$ cat src/hdl/cptc_pkg.sv
package cptc_pkg;

  // Field widths
  localparam int OpW     = 3;
  localparam int JobW    = 32;
  localparam int TimeW   = 32;
  localparam int TgtW    = 24;
  localparam int PhaseW  = 2;
  localparam int CountW  = 7;
  localparam int CursorW = 6;
  localparam int CycleW  = 22;
  localparam int IntvW   = 16;
  localparam int CfgIdxW = 1;
  localparam int CfgW    = 32;

  localparam int CapacityDefault = 64;

  // Opcodes
  localparam logic [OpW-1:0] OP_BEGIN  = 3'd0;
  localparam logic [OpW-1:0] OP_ADD    = 3'd1;
  localparam logic [OpW-1:0] OP_FREEZE = 3'd2;
  localparam logic [OpW-1:0] OP_NEXT   = 3'd3;
  localparam logic [OpW-1:0] OP_POLL   = 3'd4;

  // Campaign phases
  localparam logic [PhaseW-1:0] PH_IDLE    = 2'd0;
  localparam logic [PhaseW-1:0] PH_GATHER  = 2'd1;
  localparam logic [PhaseW-1:0] PH_FROZEN  = 2'd2;
  localparam logic [PhaseW-1:0] PH_EXPIRED = 2'd3;

  // Configuration register indexes and reset values
  localparam logic [CfgIdxW-1:0] CFG_INTERVAL = 1'd0;
  localparam logic [CfgIdxW-1:0] CFG_MAX_DUR  = 1'd1;
  localparam logic [IntvW-1:0]   IntervalRst  = 16'd250;
  localparam logic [TimeW-1:0]   MaxDurRst    = 32'd600000;

  typedef struct packed {
    logic [IntvW-1:0] interval;
    logic [TimeW-1:0] max_dur;
  } cfg_t;

  typedef struct packed {
    logic               ok;
    logic [TgtW-1:0]    target;
    logic [PhaseW-1:0]  phase;
    logic [JobW-1:0]    job;
    logic [CountW-1:0]  count;
    logic [CursorW-1:0] cursor;
    logic [31:0]        total;
    logic [TimeW-1:0]   remaining;
    logic [CycleW-1:0]  cycle;
  } res_t;

  // Sequencer states
  typedef enum logic [4:0] {
    ST_IDLE  = 5'b00001,
    ST_EXEC  = 5'b00010,
    ST_SCAN  = 5'b00100,
    ST_FETCH = 5'b01000,
    ST_DONE  = 5'b10000
  } st_t;

endpackage

$ cat src/hdl/paced_round_robin_target_campaign_core.sv
// Campaign engine: begin, add, freeze, next and status poll requests each
// give one result word. The block takes one request at a time; a request
// is taken while a previous result still waits in the output register.
// Begin, freeze, status poll and unused opcodes go straight from the
// execute state to the result state; next adds one read of the target
// table, and add to a table holding N targets runs a duplicate check that
// reads up to N table entries, one entry per cycle, through its
// single read port. The table needs no clearing after reset or begin:
// only entries below the stored count are ever read.
module paced_round_robin_target_campaign_core #(
  parameter int CAPACITY = cptc_pkg::CapacityDefault
) (
  input  logic                            clk,
  input  logic                            rst_n,
  input  logic                            cfg_we,
  input  logic [cptc_pkg::CfgIdxW-1:0]    cfg_index,
  input  logic [cptc_pkg::CfgW-1:0]       cfg_wdata,
  input  logic                            in_valid,
  output logic                            in_stall,
  input  logic [cptc_pkg::OpW-1:0]        in_opcode,
  input  logic [cptc_pkg::JobW-1:0]       in_job_id,
  input  logic [cptc_pkg::TimeW-1:0]      in_duration_ms,
  input  logic [cptc_pkg::TimeW-1:0]      in_now_ms,
  input  logic [cptc_pkg::TgtW-1:0]       in_target_addr,
  output logic                            out_valid,
  input  logic                            out_stall,
  output logic                            out_ok,
  output logic [cptc_pkg::TgtW-1:0]       out_target_out,
  output logic [cptc_pkg::PhaseW-1:0]     out_phase,
  output logic [cptc_pkg::JobW-1:0]       out_job_out,
  output logic [cptc_pkg::CountW-1:0]     out_target_count,
  output logic [cptc_pkg::CursorW-1:0]    out_cursor_out,
  output logic [31:0]                     out_dispatch_total,
  output logic [cptc_pkg::TimeW-1:0]      out_remaining_ms,
  output logic [cptc_pkg::CycleW-1:0]     out_cycle_ms
);

  localparam int IW = (CAPACITY > 1) ? $clog2(CAPACITY) : 1;

  cptc_pkg::cfg_t cfg_r, cfg_nxt;
  cptc_pkg::res_t res;

  logic                      mem_wr_en;
  logic [IW-1:0]             mem_wr_addr;
  logic [cptc_pkg::TgtW-1:0] mem_wr_data;
  logic                      mem_rd_en;
  logic [IW-1:0]             mem_rd_addr;
  logic [cptc_pkg::TgtW-1:0] mem_rd_data;

  // Configuration registers
  always_comb begin
    cfg_nxt = cfg_r;
    if (cfg_we) begin
      case (cfg_index)
        cptc_pkg::CFG_INTERVAL: cfg_nxt.interval = cfg_wdata[cptc_pkg::IntvW-1:0];
        cptc_pkg::CFG_MAX_DUR:  cfg_nxt.max_dur  = cfg_wdata[cptc_pkg::TimeW-1:0];
        default: begin
        end
      endcase
    end
  end

  always_ff @(posedge clk) begin
    if (!rst_n) begin
      cfg_r.interval <= cptc_pkg::IntervalRst;
      cfg_r.max_dur  <= cptc_pkg::MaxDurRst;
    end else begin
      cfg_r <= cfg_nxt;
    end
  end

  cptc_seq #(
    .CAPACITY(CAPACITY)
  ) u_seq (
    .clk            (clk),
    .rst_n          (rst_n),
    .cfg_i          (cfg_r),
    .in_valid       (in_valid),
    .in_stall       (in_stall),
    .in_opcode      (in_opcode),
    .in_job_id      (in_job_id),
    .in_duration_ms (in_duration_ms),
    .in_now_ms      (in_now_ms),
    .in_target_addr (in_target_addr),
    .out_valid      (out_valid),
    .out_stall      (out_stall),
    .out_res        (res),
    .mem_wr_en      (mem_wr_en),
    .mem_wr_addr    (mem_wr_addr),
    .mem_wr_data    (mem_wr_data),
    .mem_rd_en      (mem_rd_en),
    .mem_rd_addr    (mem_rd_addr),
    .mem_rd_data    (mem_rd_data)
  );

  cptc_tbl #(
    .DEPTH(CAPACITY)
  ) u_tbl (
    .clk     (clk),
    .wr_en   (mem_wr_en),
    .wr_addr (mem_wr_addr),
    .wr_data (mem_wr_data),
    .rd_en   (mem_rd_en),
    .rd_addr (mem_rd_addr),
    .rd_data (mem_rd_data)
  );

  // Unpack the result word
  assign out_ok             = res.ok;
  assign out_target_out     = res.target;
  assign out_phase          = res.phase;
  assign out_job_out        = res.job;
  assign out_target_count   = res.count;
  assign out_cursor_out     = res.cursor;
  assign out_dispatch_total = res.total;
  assign out_remaining_ms   = res.remaining;
  assign out_cycle_ms       = res.cycle;

endmodule

$ cat src/hdl/cptc_tbl.sv
module cptc_tbl #(
  parameter int DEPTH = cptc_pkg::CapacityDefault,
  localparam int AW = (DEPTH > 1) ? $clog2(DEPTH) : 1
) (
  input  logic                      clk,
  input  logic                      wr_en,
  input  logic [AW-1:0]             wr_addr,
  input  logic [cptc_pkg::TgtW-1:0] wr_data,
  input  logic                      rd_en,
  input  logic [AW-1:0]             rd_addr,
  output logic [cptc_pkg::TgtW-1:0] rd_data
);

  logic [cptc_pkg::TgtW-1:0] mem_r [DEPTH];
  logic [cptc_pkg::TgtW-1:0] rd_data_r;

  // Write port
  always_ff @(posedge clk) begin
    if (wr_en) begin
      mem_r[wr_addr] <= wr_data;
    end
  end

  // Registered read port
  always_ff @(posedge clk) begin
    if (rd_en) begin
      rd_data_r <= mem_r[rd_addr];
    end
  end

  assign rd_data = rd_data_r;

endmodule

$ cat src/hdl/cptc_seq.sv
module cptc_seq #(
  parameter int CAPACITY = cptc_pkg::CapacityDefault,
  localparam int IW = (CAPACITY > 1) ? $clog2(CAPACITY) : 1,
  localparam int CW = $clog2(CAPACITY + 1)
) (
  input  logic                         clk,
  input  logic                         rst_n,
  input  cptc_pkg::cfg_t               cfg_i,
  input  logic                         in_valid,
  output logic                         in_stall,
  input  logic [cptc_pkg::OpW-1:0]     in_opcode,
  input  logic [cptc_pkg::JobW-1:0]    in_job_id,
  input  logic [cptc_pkg::TimeW-1:0]   in_duration_ms,
  input  logic [cptc_pkg::TimeW-1:0]   in_now_ms,
  input  logic [cptc_pkg::TgtW-1:0]    in_target_addr,
  output logic                         out_valid,
  input  logic                         out_stall,
  output cptc_pkg::res_t               out_res,
  output logic                         mem_wr_en,
  output logic [IW-1:0]                mem_wr_addr,
  output logic [cptc_pkg::TgtW-1:0]    mem_wr_data,
  output logic                         mem_rd_en,
  output logic [IW-1:0]                mem_rd_addr,
  input  logic [cptc_pkg::TgtW-1:0]    mem_rd_data
);

  cptc_pkg::st_t state_r, state_nxt;

  // Latched request word
  logic [cptc_pkg::OpW-1:0]   op_r;
  logic [cptc_pkg::JobW-1:0]  job_r;
  logic [cptc_pkg::TimeW-1:0] dur_r;
  logic [cptc_pkg::TimeW-1:0] now_r;
  logic [cptc_pkg::TgtW-1:0]  tgt_r;

  // Campaign state
  logic [cptc_pkg::JobW-1:0]   cur_job_r, cur_job_nxt;
  logic [cptc_pkg::TimeW-1:0]  deadline_r, deadline_nxt;
  logic [cptc_pkg::TimeW-1:0]  nextd_r, nextd_nxt;
  logic [31:0]                 dcnt_r, dcnt_nxt;
  logic [CW-1:0]               count_r, count_nxt;
  logic [IW-1:0]               cursor_r, cursor_nxt;
  logic [cptc_pkg::PhaseW-1:0] phase_r, phase_nxt;

  // Per-request working registers
  logic [IW-1:0]              scan_r, scan_nxt;
  logic                       ok_r, ok_nxt;
  logic [cptc_pkg::TgtW-1:0]  sent_r, sent_nxt;
  logic                       out_valid_r, out_valid_nxt;
  cptc_pkg::res_t             out_r, out_nxt;

  logic                        in_acc;
  logic                        out_free;
  logic [cptc_pkg::TimeW-1:0]  diff_dl;
  logic [cptc_pkg::TimeW-1:0]  diff_nd;
  logic [cptc_pkg::PhaseW-1:0] phase_chk;
  logic                        cursor_last;
  logic                        scan_last;
  logic [31:0]                 prod;

  assign in_acc   = in_valid && (state_r == cptc_pkg::ST_IDLE);
  assign in_stall = (state_r != cptc_pkg::ST_IDLE);
  assign out_free = !out_valid_r || !out_stall;

  // Wrap-safe time compares: bit 31 of the difference is the sign
  assign diff_dl   = now_r - deadline_r;
  assign diff_nd   = now_r - nextd_r;
  assign phase_chk = ((phase_r == cptc_pkg::PH_GATHER) && !diff_dl[31]) ?
                     cptc_pkg::PH_EXPIRED : phase_r;

  assign cursor_last = ((CW'(cursor_r) + CW'(1)) == count_r);
  assign scan_last   = ((CW'(scan_r) + CW'(1)) == count_r);

  // Cycle length: stored count times interval, low bits kept
  assign prod = 32'(count_r) * 32'(cfg_i.interval);

  always_comb begin
    state_nxt     = state_r;
    cur_job_nxt   = cur_job_r;
    deadline_nxt  = deadline_r;
    nextd_nxt     = nextd_r;
    dcnt_nxt      = dcnt_r;
    count_nxt     = count_r;
    cursor_nxt    = cursor_r;
    phase_nxt     = phase_r;
    scan_nxt      = scan_r;
    ok_nxt        = ok_r;
    sent_nxt      = sent_r;
    out_nxt       = out_r;
    out_valid_nxt = out_valid_r && out_stall;
    mem_wr_en     = 1'b0;
    mem_wr_addr   = count_r[IW-1:0];
    mem_wr_data   = tgt_r;
    mem_rd_en     = 1'b0;
    mem_rd_addr   = '0;

    case (state_r)
      cptc_pkg::ST_IDLE: begin
        if (in_valid) begin
          state_nxt = cptc_pkg::ST_EXEC;
        end
      end

      cptc_pkg::ST_EXEC: begin
        ok_nxt    = 1'b0;
        sent_nxt  = '0;
        state_nxt = cptc_pkg::ST_DONE;
        case (op_r)
          cptc_pkg::OP_BEGIN: begin
            if (job_r != '0 && dur_r != '0 && dur_r <= cfg_i.max_dur) begin
              cur_job_nxt  = job_r;
              deadline_nxt = now_r + dur_r;
              nextd_nxt    = now_r;
              dcnt_nxt     = '0;
              count_nxt    = '0;
              cursor_nxt   = '0;
              phase_nxt    = cptc_pkg::PH_GATHER;
              ok_nxt       = 1'b1;
            end
          end
          cptc_pkg::OP_ADD: begin
            if (phase_r == cptc_pkg::PH_GATHER && job_r == cur_job_r && tgt_r != '0) begin
              if (count_r == '0) begin
                // Empty table: store at once
                mem_wr_en = 1'b1;
                count_nxt = CW'(1);
                ok_nxt    = 1'b1;
              end else begin
                // Start the duplicate scan at entry zero
                mem_rd_en   = 1'b1;
                mem_rd_addr = '0;
                scan_nxt    = '0;
                state_nxt   = cptc_pkg::ST_SCAN;
              end
            end
          end
          cptc_pkg::OP_FREEZE: begin
            phase_nxt = phase_chk;
            if (job_r != '0 && job_r == cur_job_r && phase_chk == cptc_pkg::PH_GATHER) begin
              phase_nxt    = cptc_pkg::PH_FROZEN;
              deadline_nxt = now_r;
              ok_nxt       = 1'b1;
            end
          end
          cptc_pkg::OP_NEXT: begin
            phase_nxt = phase_chk;
            if (phase_chk == cptc_pkg::PH_GATHER && count_r != '0 && !diff_nd[31]) begin
              // Fetch the entry under the cursor, then advance
              mem_rd_en   = 1'b1;
              mem_rd_addr = cursor_r;
              cursor_nxt  = cursor_last ? '0 : IW'(cursor_r + IW'(1));
              dcnt_nxt    = dcnt_r + 32'd1;
              nextd_nxt   = now_r + 32'(cfg_i.interval);
              ok_nxt      = 1'b1;
              state_nxt   = cptc_pkg::ST_FETCH;
            end
          end
          cptc_pkg::OP_POLL: begin
            phase_nxt = phase_chk;
            ok_nxt    = 1'b1;
          end
          default: begin
          end
        endcase
      end

      cptc_pkg::ST_SCAN: begin
        if (mem_rd_data == tgt_r) begin
          // Duplicate: accept, store nothing
          ok_nxt    = 1'b1;
          state_nxt = cptc_pkg::ST_DONE;
        end else if (scan_last) begin
          if (count_r < CW'(CAPACITY)) begin
            mem_wr_en = 1'b1;
            count_nxt = count_r + CW'(1);
            ok_nxt    = 1'b1;
          end
          state_nxt = cptc_pkg::ST_DONE;
        end else begin
          scan_nxt    = IW'(scan_r + IW'(1));
          mem_rd_en   = 1'b1;
          mem_rd_addr = IW'(scan_r + IW'(1));
        end
      end

      cptc_pkg::ST_FETCH: begin
        sent_nxt  = mem_rd_data;
        state_nxt = cptc_pkg::ST_DONE;
      end

      cptc_pkg::ST_DONE: begin
        // Load the result word once the output slot is free
        if (out_free) begin
          out_valid_nxt    = 1'b1;
          out_nxt.ok       = ok_r;
          out_nxt.target   = sent_r;
          out_nxt.phase    = phase_r;
          out_nxt.job      = cur_job_r;
          out_nxt.count    = cptc_pkg::CountW'(count_r);
          out_nxt.cursor   = cptc_pkg::CursorW'(cursor_r);
          out_nxt.total    = dcnt_r;
          out_nxt.remaining = (phase_r == cptc_pkg::PH_GATHER) ?
                              (deadline_r - now_r) : '0;
          out_nxt.cycle    = prod[cptc_pkg::CycleW-1:0];
          state_nxt        = cptc_pkg::ST_IDLE;
        end
      end

      default: begin
        state_nxt = cptc_pkg::ST_IDLE;
      end
    endcase
  end

  // Control and campaign state
  always_ff @(posedge clk) begin
    if (!rst_n) begin
      state_r     <= cptc_pkg::ST_IDLE;
      cur_job_r   <= '0;
      deadline_r  <= '0;
      nextd_r     <= '0;
      dcnt_r      <= '0;
      count_r     <= '0;
      cursor_r    <= '0;
      phase_r     <= cptc_pkg::PH_IDLE;
      out_valid_r <= 1'b0;
    end else begin
      state_r     <= state_nxt;
      cur_job_r   <= cur_job_nxt;
      deadline_r  <= deadline_nxt;
      nextd_r     <= nextd_nxt;
      dcnt_r      <= dcnt_nxt;
      count_r     <= count_nxt;
      cursor_r    <= cursor_nxt;
      phase_r     <= phase_nxt;
      out_valid_r <= out_valid_nxt;
    end
  end

  // Payload registers
  always_ff @(posedge clk) begin
    if (in_acc) begin
      op_r  <= in_opcode;
      job_r <= in_job_id;
      dur_r <= in_duration_ms;
      now_r <= in_now_ms;
      tgt_r <= in_target_addr;
    end
    scan_r <= scan_nxt;
    ok_r   <= ok_nxt;
    sent_r <= sent_nxt;
    out_r  <= out_nxt;
  end

  assign out_valid = out_valid_r;
  assign out_res   = out_r;

endmodule

$ cat config.mk
export PLATFORM = sky130hd
export DESIGN_NAME = paced_round_robin_target_campaign_core
export DESIGN_NICKNAME = d
export VERILOG_FILES = /design/src/hdl/cptc_pkg.sv /design/src/hdl/paced_round_robin_target_campaign_core.sv /design/src/hdl/cptc_tbl.sv /design/src/hdl/cptc_seq.sv
export SDC_FILE = /design/constraint.sdc
export NUM_CORES = 2
export LEC_CHECK = 0
export BUFFER_PORTS_ARGS = -buffer_cell sky130_fd_sc_hd__buf_2
export CORE_UTILIZATION = 50
export DETAILED_ROUTE_END_ITERATION = 6
export GPL_TIMING_DRIVEN = 1
export PLACE_DENSITY_LB_ADDON = 0.25
export SLEW_MARGIN = 20
export SYNTH_ARGS = -nofsm -noshare
export SYNTH_HDL_FRONTEND = slang
export SYNTH_SLANG_ARGS = --single-unit
$ cat constraint.sdc
create_clock -name clk -period 18.15 [get_ports clk]
set_clock_uncertainty 0.15 [all_clocks]
set_input_delay 4.5375 -clock clk [delete_from_list [all_inputs] [get_ports clk]]
set_output_delay 4.5375 -clock clk [all_outputs]
set_load 0.01 [all_outputs]
==> impl_results.md <==
- Number of vias per cell: 6.103
- Routability congestion estimate: 0.8972
- # rows: 155
- Top_reg_cell synth: edfxtp_1
- Mean Syn Cell Area: 12.54 um^2
- Status: finished with violations
- Final Critical Period: roughly 7.3 ns
- Worst-Skew Late Latency: 0.87 ns
- YS warnings: 0
- Number of synthesized flops with an enable pin: 1872
- Residual DRC: 2
- Layout fillers: 14340
- Final setup fails: 0
- Unrepaired setup endpoints after global routing: false
- Initial antenna violation count: 12
- Die X: roughly 430 um
- DR iter-0 viols: 8512
- # H-tree levels: 4
- Largest net degree at the start of global routing: 173
- Period utilization: 0.4047
- GRT overflow: 0
- Pre-antenna DRT Iters: 7
- Final core utilization: 0.5663
- CTS resizes: 0
- Most numerous cell on the critical path: buf_4
- Sequential share of the synthesized area: 0.6706
- Synth area leaders: edfxtp_1 (63%), nand2_1 (6.2%), dfxtp_1 (4.4%)
- Mapped Cells: about 7200
- Layout cells sized above 1: 0.1170
- Vias in the first global route: 58380
- Post-CTS Setup Repair Bufs: 0
- Failing checks: design-rule violations
- All-Layer GR Usage: 0.2942
- CP max stage delay: 0.84 ns
- Hold buffer count at cts: 0
- Post-synthesis cell area: between 80000 and 90000 um^2
- Fmax: around 140 MHz
- Setup TNS Final: 0 ns
- Routed len/inst: between 20 and 30 um
- First-pass GRT wire length: between 300000 and 400000 um
- Cell taking the most area after synthesis: edfxtp_1
- Critical Path AT: 7.80 ns
- Pwr dens: 98.52 nW/um^2
- Synth-to-layout area growth: 12.52%
- Slew Limit Headroom: 0.1469
- Leak Pwr: 36.25 nW
- WS Path Type: reg -> reg
- Slowest CP cell: buf_4
- #FFs+latches synth: 2069
- Final Instance Area: 100900 um^2
- Yosys top cell area share: 0.6266
- Worst-path fanout max: 75
- Slew @ Worst Pin: about 1.3 ns
- Multi-input gate area: 27260 um^2
- Die area: 181100 um^2
- Critical path, cell by cell: ha_1 > nand4_2 > or4_4 > a2111oi_2 > o41a_2 > nor4_1 > or2_1 > buf_4 > a21oi_4 > buf_4 > buf_4 > buf_4 > mux2i_1 > a22oi_1 > a22oi_1 > a21oi_1 > a221o_1
- DP HPWL: roughly 170000 um
- Max clock buf depth: 3
- Starting Density: 0.5033
- Post-route ant nets: 0
- MaxCap Viol Count: 0
- Clk sinks: 2069
- Via count: 61190
- Seq. cell area: 60160 um^2
- Area post-placement: 94160 um^2
- CP endpoint kind: register
- CTS tree: built
- Clk root buf: clkbuf_16
- Die H: 425.6 um
- Core area: between 150000 and 200000 um^2
- Synth Net Count: about 7600
- Final Hold Fails: 0
- Ys async rst share: 0
- Max-slew violations: 0
- Port Buffers: 320
- Clock buffer count from CTS: 206
- Req. time, crit path: 18.61 ns
- Post-Route WL: 270800 um
- VDD IR max: 0.00008169 V
- Layout Nets: 7939
- Worst-path clk slew: 0.06 ns
- Yosys cell types: 94
- Finished Layout Cells: around 10000
- Placed insts: 9638
- Pwr Total: 9.945 mW
- IO Count: 321
- Hold crit path type: reg -> reg
- Critical path launch point type: register
==> area by class of cell <==
class	count	share of cell area
Clock inverter	114	0.01176
Clock buffer	267	0.05496
Tap cell	2355	0.02919
Antenna cell	6	0.0001487
Timing Repair Buffer	495	0.02920
Multi-Input combinational cell	4487	0.2701
Sequential cell	2069	0.5960
Inverter	233	0.008689
==> stage by stage <==
| step | hold WS [ns] | worst slack, ns |
|---|---|---|
| 2_1_floorplan | 0.2503 | 5.312 |
| 3_3_place_gp | 0.2545 | 11.00 |
| 3_5_place_dp | 0.2561 | 11.00 |
| 4_1_cts | 0.2708 | 10.96 |
| 5_1_grt | 0.2735 | 10.53 |
| 6_report | 0.2676 | 10.81 |
==> final timing paths <==
kind / startpoint / end / slack, ns / depth (start not counted)
setup / recovery: u_seq.now_r[28] / u_tbl.rd_data[4] / 10.81 / 17
hold reg to reg: u_seq.sent_r[13] / u_seq.out_res[146] / 0.27 / 0
setup reg to reg: u_seq.now_r[28] / u_tbl.rd_data[4] / 10.81 / 17
hold / removal: u_seq.sent_r[13] / u_seq.out_res[146] / 0.27 / 0
==> report_power, final <==
group / switching (mW) / total, mW / internal (mW)
logic: 0.274 / 0.393 / 0.118
clock network: 1.84 / 4.26 / 2.43
registers: 0.0436 / 5.29 / 5.25
total: 2.15 / 9.94 / 7.79
==> layer usage <==
metal | track usage | share of wire
met1 | 0.3913 | 0.38
met2 | 0.4633 | 0.46
met4 | 0.1381 | 0.052
met5 | 0 | 0.00019
met3 | 0.06113 | 0.11
==> registers in the layout, indices dropped and copies added, names as in the netlist, 32 cells and up <==
name              flops
u_seq.cur_job_r      32
u_seq.now_r          32
u_seq.dur_r          32
u_tbl.mem_r        1536
cfg_r                48
u_seq.nextd_r        32
u_seq.job_r          32
u_seq.out_res       158
u_seq.deadline_r     32
u_seq.dcnt_r         32
==> kinds of logic after synthesis <==
logic type               after synthesis  synth area share
AO/OA/AOI/OAI                       1066           0.08041
buffers and inverters                599           0.02900
XOR/XNOR                             188           0.01851
flip-flops                          2069            0.6706
AND/OR/NAND/NOR                     2761            0.1349
multiplexers                         186           0.02077
adder cells (fa/ha/maj)              286           0.04583
==> synth_stat cells (40+ instances only) <==
cell,number
edfxtp_1,1872
nand2_1,1481
nand3_1,582
a21oi_1,328
nor2_1,309
inv_1,232
ha_1,215
dfxtp_1,197
mux2i_1,185
buf_2,163
clkbuf_1,142
o21ai_0,126
xnor2_1,116
a31oi_1,92
a211oi_1,91
nand4_1,86
fa_1,71
xor2_1,71
and2_1,67
a22oi_1,57
a32oi_1,57
a21o_1,42
nor3_1,41
nor4_1,40
==> placed cells by master (no fill, tap or decap), drive strengths merged, types with 116 or more instances in the layout <==
cell,netlist,layout
a21oi,330,330
buf,222,495
clkbuf,144,267
dfxtp,197,197
edfxtp,1872,1872
ha,215,215
inv,233,238
mux2i,185,185
nand2,1482,1482
nand3,583,583
nor2,315,315
o21ai,133,133
xnor2,116,116
==> critical path: cells and delay by family, from the launching register on <==
family,cells,cell delay [ns]
AOI/OAI and AO/OA,7,1.85
buffers and inverters,4,2.48
and+or+nand+nor,4,1.18
muxes,1,0.28
adders and majority gates,1,0.46
DFF,1,0.52
Note: power is estimated with default switching activity, not from simulation.
